--- src/bil_pkg.sv ---
package bil_pkg;

	localparam int NUM_W       = 16;
	localparam int PRICE_W     = 24;
	localparam int TOTAL_W     = 29;
	localparam int CAP_W       = 6;
	localparam int MAX_ENTRIES_DEF = 32;
	localparam logic [CAP_W-1:0] CAP_RESET = 6'd20;

	// command codes
	localparam logic [1:0] CMD_ADD    = 2'd0;
	localparam logic [1:0] CMD_DELETE = 2'd1;
	localparam logic [1:0] CMD_LIST   = 2'd2;

	// status codes
	localparam logic [1:0] STAT_DONE      = 2'd0;
	localparam logic [1:0] STAT_FULL      = 2'd1;
	localparam logic [1:0] STAT_NOT_FOUND = 2'd2;
	localparam logic [1:0] STAT_ENTRY     = 2'd3;

	typedef struct packed {
		logic [1:0]         command;
		logic [NUM_W-1:0]   item_number;
		logic [PRICE_W-1:0] item_price;
	} bil_req_t;

	typedef struct packed {
		logic [1:0]         status;
		logic [NUM_W-1:0]   out_number;
		logic [PRICE_W-1:0] out_price;
		logic [TOTAL_W-1:0] total_cents;
		logic               last_flag;
	} bil_rsp_t;

	typedef struct packed {
		logic [NUM_W-1:0]   number;
		logic [PRICE_W-1:0] price;
	} bil_entry_t;

	typedef struct packed {
		logic we;
		logic re;
	} bil_mem_ctl_t;

endpackage

--- src/bil_store.sv ---
module bil_store #(
	parameter int DEPTH = bil_pkg::MAX_ENTRIES_DEF
) (
	input  logic                       clk,
	input  bil_pkg::bil_mem_ctl_t      ctl,
	input  logic [$clog2(DEPTH)-1:0]   waddr,
	input  bil_pkg::bil_entry_t        wdata,
	input  logic [$clog2(DEPTH)-1:0]   raddr,
	output bil_pkg::bil_entry_t        rdata
);

	bil_pkg::bil_entry_t mem [DEPTH];

	// write one entry
	always_ff @(posedge clk) begin
		if (ctl.we) begin
			mem[waddr] <= wdata;
		end
	end

	// read one entry, hold the data until the next read
	always_ff @(posedge clk) begin
		if (ctl.re) begin
			rdata <= mem[raddr];
		end
	end

endmodule

--- src/bounded_item_list_with_total.sv ---
// Bounded item list with running total.
// Request channel (req_valid/req_ready/req) takes one command word: add an
// entry, delete the first entry with a number, or list all entries. Response
// channel (rsp_valid/rsp_ready/rsp) returns one word for add and delete, and
// one word per stored entry plus a final total word for list.
// cfg_we/cfg_wdata write the capacity register; the user is to do so only at
// an idle clock edge; the block itself does not enforce this.
// Timing: requests are taken only while the sequencer is idle, from the cycle
// after the final word of the previous request is registered. An add passes
// through the dispatch and response states before its word is registered;
// delete searches and shifts over the stored entries, one entry a cycle
// through the read and write ports of the entry memory; list gives one entry
// word per cycle while the receiver does not stall, then the total word, as
// set by the registered read of the memory pipelined against the output.
// A response word sits in an output register; while the receiver stalls,
// the list walk holds its read data and the sequencer waits, nothing is lost.
// Reset clears the entry count and loads capacity 20; memory contents are
// not cleared since an entry is only read after it was written.
module bounded_item_list_with_total #(
	parameter int MAX_ENTRIES = bil_pkg::MAX_ENTRIES_DEF
) (
	input  logic                        clk,
	input  logic                        arst_n,
	input  logic                        req_valid,
	output logic                        req_ready,
	input  bil_pkg::bil_req_t           req,
	output logic                        rsp_valid,
	input  logic                        rsp_ready,
	output bil_pkg::bil_rsp_t           rsp,
	input  logic                        cfg_we,
	input  logic [bil_pkg::CAP_W-1:0]   cfg_wdata
);

	localparam int IDX_W = $clog2(MAX_ENTRIES);
	localparam int CNT_W = $clog2(MAX_ENTRIES + 1);
	localparam int CMP_W = bil_pkg::CAP_W + CNT_W;
	localparam int TOTAL_W = bil_pkg::TOTAL_W;

	typedef enum logic [5:0] {
		S_IDLE     = 6'b000001,
		S_DISPATCH = 6'b000010,
		S_SEARCH   = 6'b000100,
		S_SHIFT    = 6'b001000,
		S_LIST     = 6'b010000,
		S_RESP     = 6'b100000
	} state_t;

	state_t                       state_q, state_d;
	logic [bil_pkg::CAP_W-1:0]    cap_q;
	logic [CNT_W-1:0]             count_q, count_d;
	logic [CNT_W-1:0]             idx_q, idx_d;
	logic [TOTAL_W-1:0]           total_q, total_d;
	logic [1:0]                   status_q, status_d;
	bil_pkg::bil_req_t            cmd_q;
	bil_pkg::bil_rsp_t            rsp_q, rsp_d;
	logic                         rsp_valid_q;
	logic                         emit;
	logic                         slot_free;
	logic                         full;
	logic [CMP_W-1:0]             eff_cap;
	logic [CNT_W:0]               nxt1, nxt2, cnt_x;
	logic [TOTAL_W:0]             sum;

	bil_pkg::bil_mem_ctl_t        mem_ctl;
	logic [IDX_W-1:0]             waddr, raddr;
	bil_pkg::bil_entry_t          wdata, rdata;

	bil_store #(
		.DEPTH(MAX_ENTRIES)
	) u_store (
		.clk  (clk),
		.ctl  (mem_ctl),
		.waddr(waddr),
		.wdata(wdata),
		.raddr(raddr),
		.rdata(rdata)
	);

	assign req_ready = (state_q == S_IDLE);
	assign rsp_valid = rsp_valid_q;
	assign rsp       = rsp_q;
	assign slot_free = !rsp_valid_q || rsp_ready;

	// clamp capacity: zero means default, limit to memory depth
	always_comb begin
		eff_cap = (cap_q == '0) ? CMP_W'(bil_pkg::CAP_RESET) : CMP_W'(cap_q);
		if (eff_cap > CMP_W'(MAX_ENTRIES)) begin
			eff_cap = CMP_W'(MAX_ENTRIES);
		end
	end
	assign full = CMP_W'(count_q) >= eff_cap;

	assign nxt1  = {1'b0, idx_q} + (CNT_W+1)'(1);
	assign nxt2  = {1'b0, idx_q} + (CNT_W+1)'(2);
	assign cnt_x = {1'b0, count_q};
	assign sum   = {1'b0, total_q} + (TOTAL_W+1)'(rdata.price);

	// sequence the commands over the entry memory
	always_comb begin
		state_d  = state_q;
		count_d  = count_q;
		idx_d    = idx_q;
		total_d  = total_q;
		status_d = status_q;
		mem_ctl  = '0;
		waddr    = count_q[IDX_W-1:0];
		wdata    = {cmd_q.item_number, cmd_q.item_price};
		raddr    = '0;
		emit     = 1'b0;
		rsp_d    = '0;
		case (state_q)
			S_IDLE: begin
				if (req_valid) begin
					state_d = S_DISPATCH;
				end
			end
			S_DISPATCH: begin
				case (cmd_q.command)
					bil_pkg::CMD_ADD: begin
						if (full) begin
							status_d = bil_pkg::STAT_FULL;
						end else begin
							mem_ctl.we = 1'b1;
							count_d    = count_q + CNT_W'(1);
							status_d   = bil_pkg::STAT_DONE;
						end
						state_d = S_RESP;
					end
					bil_pkg::CMD_DELETE: begin
						if (count_q == '0) begin
							status_d = bil_pkg::STAT_NOT_FOUND;
							state_d  = S_RESP;
						end else begin
							mem_ctl.re = 1'b1;
							idx_d      = '0;
							state_d    = S_SEARCH;
						end
					end
					bil_pkg::CMD_LIST: begin
						mem_ctl.re = (count_q != '0);
						idx_d      = '0;
						total_d    = '0;
						state_d    = S_LIST;
					end
					default: begin
						state_d = S_IDLE;
					end
				endcase
			end
			S_SEARCH: begin
				if (rdata.number == cmd_q.item_number) begin
					if (nxt1 < cnt_x) begin
						mem_ctl.re = 1'b1;
						raddr      = nxt1[IDX_W-1:0];
						state_d    = S_SHIFT;
					end else begin
						count_d  = count_q - CNT_W'(1);
						status_d = bil_pkg::STAT_DONE;
						state_d  = S_RESP;
					end
				end else if (nxt1 < cnt_x) begin
					mem_ctl.re = 1'b1;
					raddr      = nxt1[IDX_W-1:0];
					idx_d      = nxt1[CNT_W-1:0];
				end else begin
					status_d = bil_pkg::STAT_NOT_FOUND;
					state_d  = S_RESP;
				end
			end
			S_SHIFT: begin
				// move the later entry down one place
				mem_ctl.we = 1'b1;
				waddr      = idx_q[IDX_W-1:0];
				wdata      = rdata;
				if (nxt2 < cnt_x) begin
					mem_ctl.re = 1'b1;
					raddr      = nxt2[IDX_W-1:0];
					idx_d      = nxt1[CNT_W-1:0];
				end else begin
					count_d  = count_q - CNT_W'(1);
					status_d = bil_pkg::STAT_DONE;
					state_d  = S_RESP;
				end
			end
			S_LIST: begin
				if (slot_free) begin
					emit = 1'b1;
					if (idx_q == count_q) begin
						rsp_d.status      = bil_pkg::STAT_DONE;
						rsp_d.total_cents = total_q;
						rsp_d.last_flag   = 1'b1;
						state_d           = S_IDLE;
					end else begin
						rsp_d.status     = bil_pkg::STAT_ENTRY;
						rsp_d.out_number = rdata.number;
						rsp_d.out_price  = rdata.price;
						total_d          = sum[TOTAL_W] ? '1 : sum[TOTAL_W-1:0];
						idx_d            = nxt1[CNT_W-1:0];
						if (nxt1 < cnt_x) begin
							mem_ctl.re = 1'b1;
							raddr      = nxt1[IDX_W-1:0];
						end
					end
				end
			end
			S_RESP: begin
				if (slot_free) begin
					emit            = 1'b1;
					rsp_d.status    = status_q;
					rsp_d.last_flag = 1'b1;
					state_d         = S_IDLE;
				end
			end
			default: begin
				state_d = S_IDLE;
			end
		endcase
	end

	// control registers
	always_ff @(posedge clk or negedge arst_n) begin
		if (!arst_n) begin
			state_q     <= S_IDLE;
			cap_q       <= bil_pkg::CAP_RESET;
			count_q     <= '0;
			rsp_valid_q <= 1'b0;
		end else begin
			state_q <= state_d;
			count_q <= count_d;
			if (cfg_we) begin
				cap_q <= cfg_wdata;
			end
			if (emit) begin
				rsp_valid_q <= 1'b1;
			end else if (rsp_ready) begin
				rsp_valid_q <= 1'b0;
			end
		end
	end

	// payload registers
	always_ff @(posedge clk) begin
		idx_q    <= idx_d;
		total_q  <= total_d;
		status_q <= status_d;
		if (req_valid && req_ready) begin
			cmd_q <= req;
		end
		if (emit) begin
			rsp_q <= rsp_d;
		end
	end

endmodule

--- config.mk ---
export PLATFORM = sky130hd
export DESIGN_NAME = bounded_item_list_with_total
export DESIGN_NICKNAME = d
export VERILOG_FILES = /design/src/bil_pkg.sv /design/src/bil_store.sv /design/src/bounded_item_list_with_total.sv
export SDC_FILE = /design/constraint.sdc
export NUM_CORES = 2
export LEC_CHECK = 0
export BUFFER_PORTS_ARGS = -buffer_cell sky130_fd_sc_hd__buf_2
export CAP_MARGIN = 5
export CORE_MARGIN = 5
export CORE_UTILIZATION = 39
export DETAILED_ROUTE_END_ITERATION = 12
export GPL_ROUTABILITY_DRIVEN = 0
export PLACE_DENSITY = 0.6
export SLEW_MARGIN = 10
export SYNTH_ARGS = -nofsm -noshare
export SYNTH_HDL_FRONTEND = slang
export SYNTH_HIERARCHICAL = 1
export SYNTH_SLANG_ARGS = --single-unit
--- constraint.sdc ---
create_clock -name clk -period 4.9 [get_ports clk]
set_clock_uncertainty 0.2 [all_clocks]
set_input_delay 0.98 -clock clk [delete_from_list [all_inputs] [get_ports clk]]
set_output_delay 0.98 -clock clk [all_outputs]
set_load 0.01 [all_outputs]
==> qor.csv <==
metric;value;unit
status;completed;
antenna_left;0;
vias_per_cell;5.555;
rsz0062_at_grt;no;
numCtsBuffers;153;
final_nets;4052;
synthMuxAreaShare;10.77;%
vdd_drop_max;0.3767;mV
synth-xor-area-share;0.7980;%
port_buffers;126;
fin_crit_sh;94.21;%
final_hold_viol_count;0;
cts_root_buffer;clkbuf_16;
worst_ep_arrival_time;4930;ps
avgSynthCellArea;16.35;um2
die_w;403.4;um
p_leak;21.87;nW
areaGrowthSynthToFinish;15.47;%
ios;127;
synth_top_family_by_area;multiplexers;
htree_levels;4;
synth-compound-area-share;5.901;%
synth-main-ff-cell;edfxtp_1;
core_area;154000;um2
grt.overflow.total;0;
yosys_warnings;6;
min_path_cells;1;
grt_pass1_vias;33360;
cp-start-kind;register;
clock_path_buffers;3;
period_minus_slack;4616;ps
routed_wl;162900;um
grt_pass1_wl;236200;um
syn_inst;3691;
required;5210;ps
cts_sinks;1490;
fin_cells;6111;
start_util;39.18;%
worst_pin_slew;1139;ps
endpoint_kind;register;
synth-simple-area-share;5.360;%
crit_type;register to register;
via_count;33950;
synth_fa_ha_area_share;1.144;%
dp_hpwl;91390;um
synth_enable_flop_cells;1471;
path_clk_slew;60;ps
drive_gt1_share;13.98;%
drv_cap;0;
fmaxAchievable;216.6;MHz
wire_per_inst;26.66;um
n_fill_cell;13250;
dr.first_iter.drc_count;3726;
slew_violations;0;
die-area;162700;um2
ff2ff_path_depth;16;
synth_area;60360;um2
layout_setup_ws;283.8;ps
power;28.54;mW
drc_errors;0;
grt_max_degree;76;
dieHeight;403.4;um
p_per_area;409.5;nW/um2
relSlewSlack;23.26;%
track_usage;19.71;%
syn_nets;3798;
cts_setup_buffers;0;
setup_viol;0;
min_path_type;input port to register;
synth_seq_cells;1490;
dr.pass1.iters;8;
dp_cells;5833;
async_reset_ff_share;1.275;%
fin_tns_setup;0;ps
critPathMaxFanout;12;
rrSetupSlack;280;ps
synthDistinctLibCells;77;
antenna_found_initial;5;
ys_seq_area_share;73.97;%
placementRows;144;
cts_tree;done;
place_ws;356.0;ps
clkLatencyLatePin;780;ps
-- cells in the mapped netlist (4+ instances only) --
cell type	number	share of area [%]
edfxtp_1	1471	73
mux2i_1	641	11
nand2_1	281	1.7
a21oi_1	180	1.5
nand3_1	140	1.2
a22oi_1	120	1.5
clkbuf_1	88	0.55
a22o_1	81	1.2
and2_1	74	0.77
nor2_1	64	0.40
ha_1	52	1.1
nor3_1	47	0.39
a31oi_1	44	0.46
buf_2	38	0.32
o21ai_0	38	0.32
buf_6	33	0.62
xnor2_1	31	0.45
inv_1	25	0.16
buf_4	24	0.30
xor2_1	24	0.35
a21o_1	20	0.25
dfrtp_1	16	0.66
nand4_1	13	0.13
buf_1	12	0.075
nor2b_1	11	0.11
nor4_1	10	0.10
nand2b_1	9	0.093
a211oi_1	7	0.087
nand3b_1	7	0.087
o211ai_1	7	0.087
o21a_1	7	0.087
mux2_2	6	0.11
and3_1	5	0.052
o22ai_1	5	0.052
o21bai_1	4	0.050
-- flip-flops by register name (all words and copies together) (netlist names) --
name           cells
u_store/mem     1280
idx_q              6
count_q            6
status_q           2
u_store/rdata     40
cmd_q             42
state_q            6
rsp_valid          1
total_q           29
cap_q              6
rsp               72
-- metrics by stage --
stage / instance area [um2] / hold slack [ps] / utilization, %
floorplan: 60360 / 295.1 / -
global placement: 64900 / 310.9 / 42.13
detailed placement: 64900 / 312.4 / 42.13
CTS: 69680 / 119.5 / 45.23
global route: 69690 / 143.7 / 45.24
finish: 69700 / 188.4 / 45.25
-- power breakdown --
group          leakage (nW)  switching [mW]  internal [mW]  total, mW
combinational          6.03            1.62          0.617       2.23
clock                  2.32            4.79           6.42       11.2
sequential             13.5           0.209           14.9       15.1
-- layer usage --
layer	up-vias	wire (um)	part of all wire, %	GRT usage, %
met5	-	0	0	0
met4	0	3227	2.0	4.756
met3	216	13930	8.6	4.168
met2	1386	73710	45	30.20
met1	17420	72020	44	28.90
li1	14920	-	-	-
-- what timing repair did --
action	in CTS	in global routing
hold buffers	1	0
gates resized for setup	0	1
endpoints found under the setup margin	0	1
hold endpoints to repair	16	0
-- layout by cell type, fill, tap and decap left out, types with 72 or more instances in the layout --
cell type | netlist | final
and2_1 | 74 | 72
buf_2 | 38 | 126
nand3_1 | 140 | 139
a21oi_1 | 180 | 180
mux2i_1 | 641 | 640
a22oi_1 | 120 | 120
buf_4 | 24 | 101
nand2_1 | 281 | 279
a22o_1 | 81 | 81
clkbuf_16 | 0 | 159
edfxtp_1 | 1471 | 1471
-- worst max-delay path, cell delays in order, from the launching register on --
cell	delay, ps
edfxtp_1	490
ha_1	310
nand2_1	100
xor2_1	240
inv_1	70
ha_1	290
a21oi_1	150
a21oi_1	110
nor2_1	290
o21ai_0	150
buf_4	190
o21ai_0	350
nand2b_2	710
buf_4	270
a21oi_1	60
a31oi_1	260
nand3_1	110
-- cells by family (layout without fill, tap and decap cells) --
logic type | after synthesis | after routing
XOR/XNOR | 55 | 55
adder cells (fa/ha/maj) | 54 | 54
AO/OA/AOI/OAI | 536 | 536
multiplexers | 648 | 648
other | 0 | 3
AND/OR/NAND/NOR | 683 | 683
flip-flops | 1490 | 1490
buffers and inverters | 225 | 598
-- cell type report --
type / instances / area (um2) / share of cell area [%]
clock buffer: 199 / 4139 / 5.938
inverter: 26 / 97.59 / 0.1400
tap: 2044 / 2557 / 3.669
multi-input combinational: 1976 / 14810 / 21.24
clock inverter: 75 / 633.1 / 0.9083
timing repair buffer: 298 / 2808 / 4.028
sequential: 1490 / 44650 / 64.06
antenna: 3 / 7.507 / 0.01077
-- path summary, 6_finish.rpt --
path | startpoint | endpoint
worst min-delay path | req[32] | cmd_q[32]
worst max-delay path | idx_q[1] | u_store/rdata[18]
max in group asynchronous | arst_n | state_q[0]
worst max register to register | idx_q[1] | u_store/rdata[18]
min in group asynchronous | arst_n | cap_q[5]
worst min register to register | status_q[1] | rsp[71]
No activity file was read; power rests on OpenSTA's default activity.
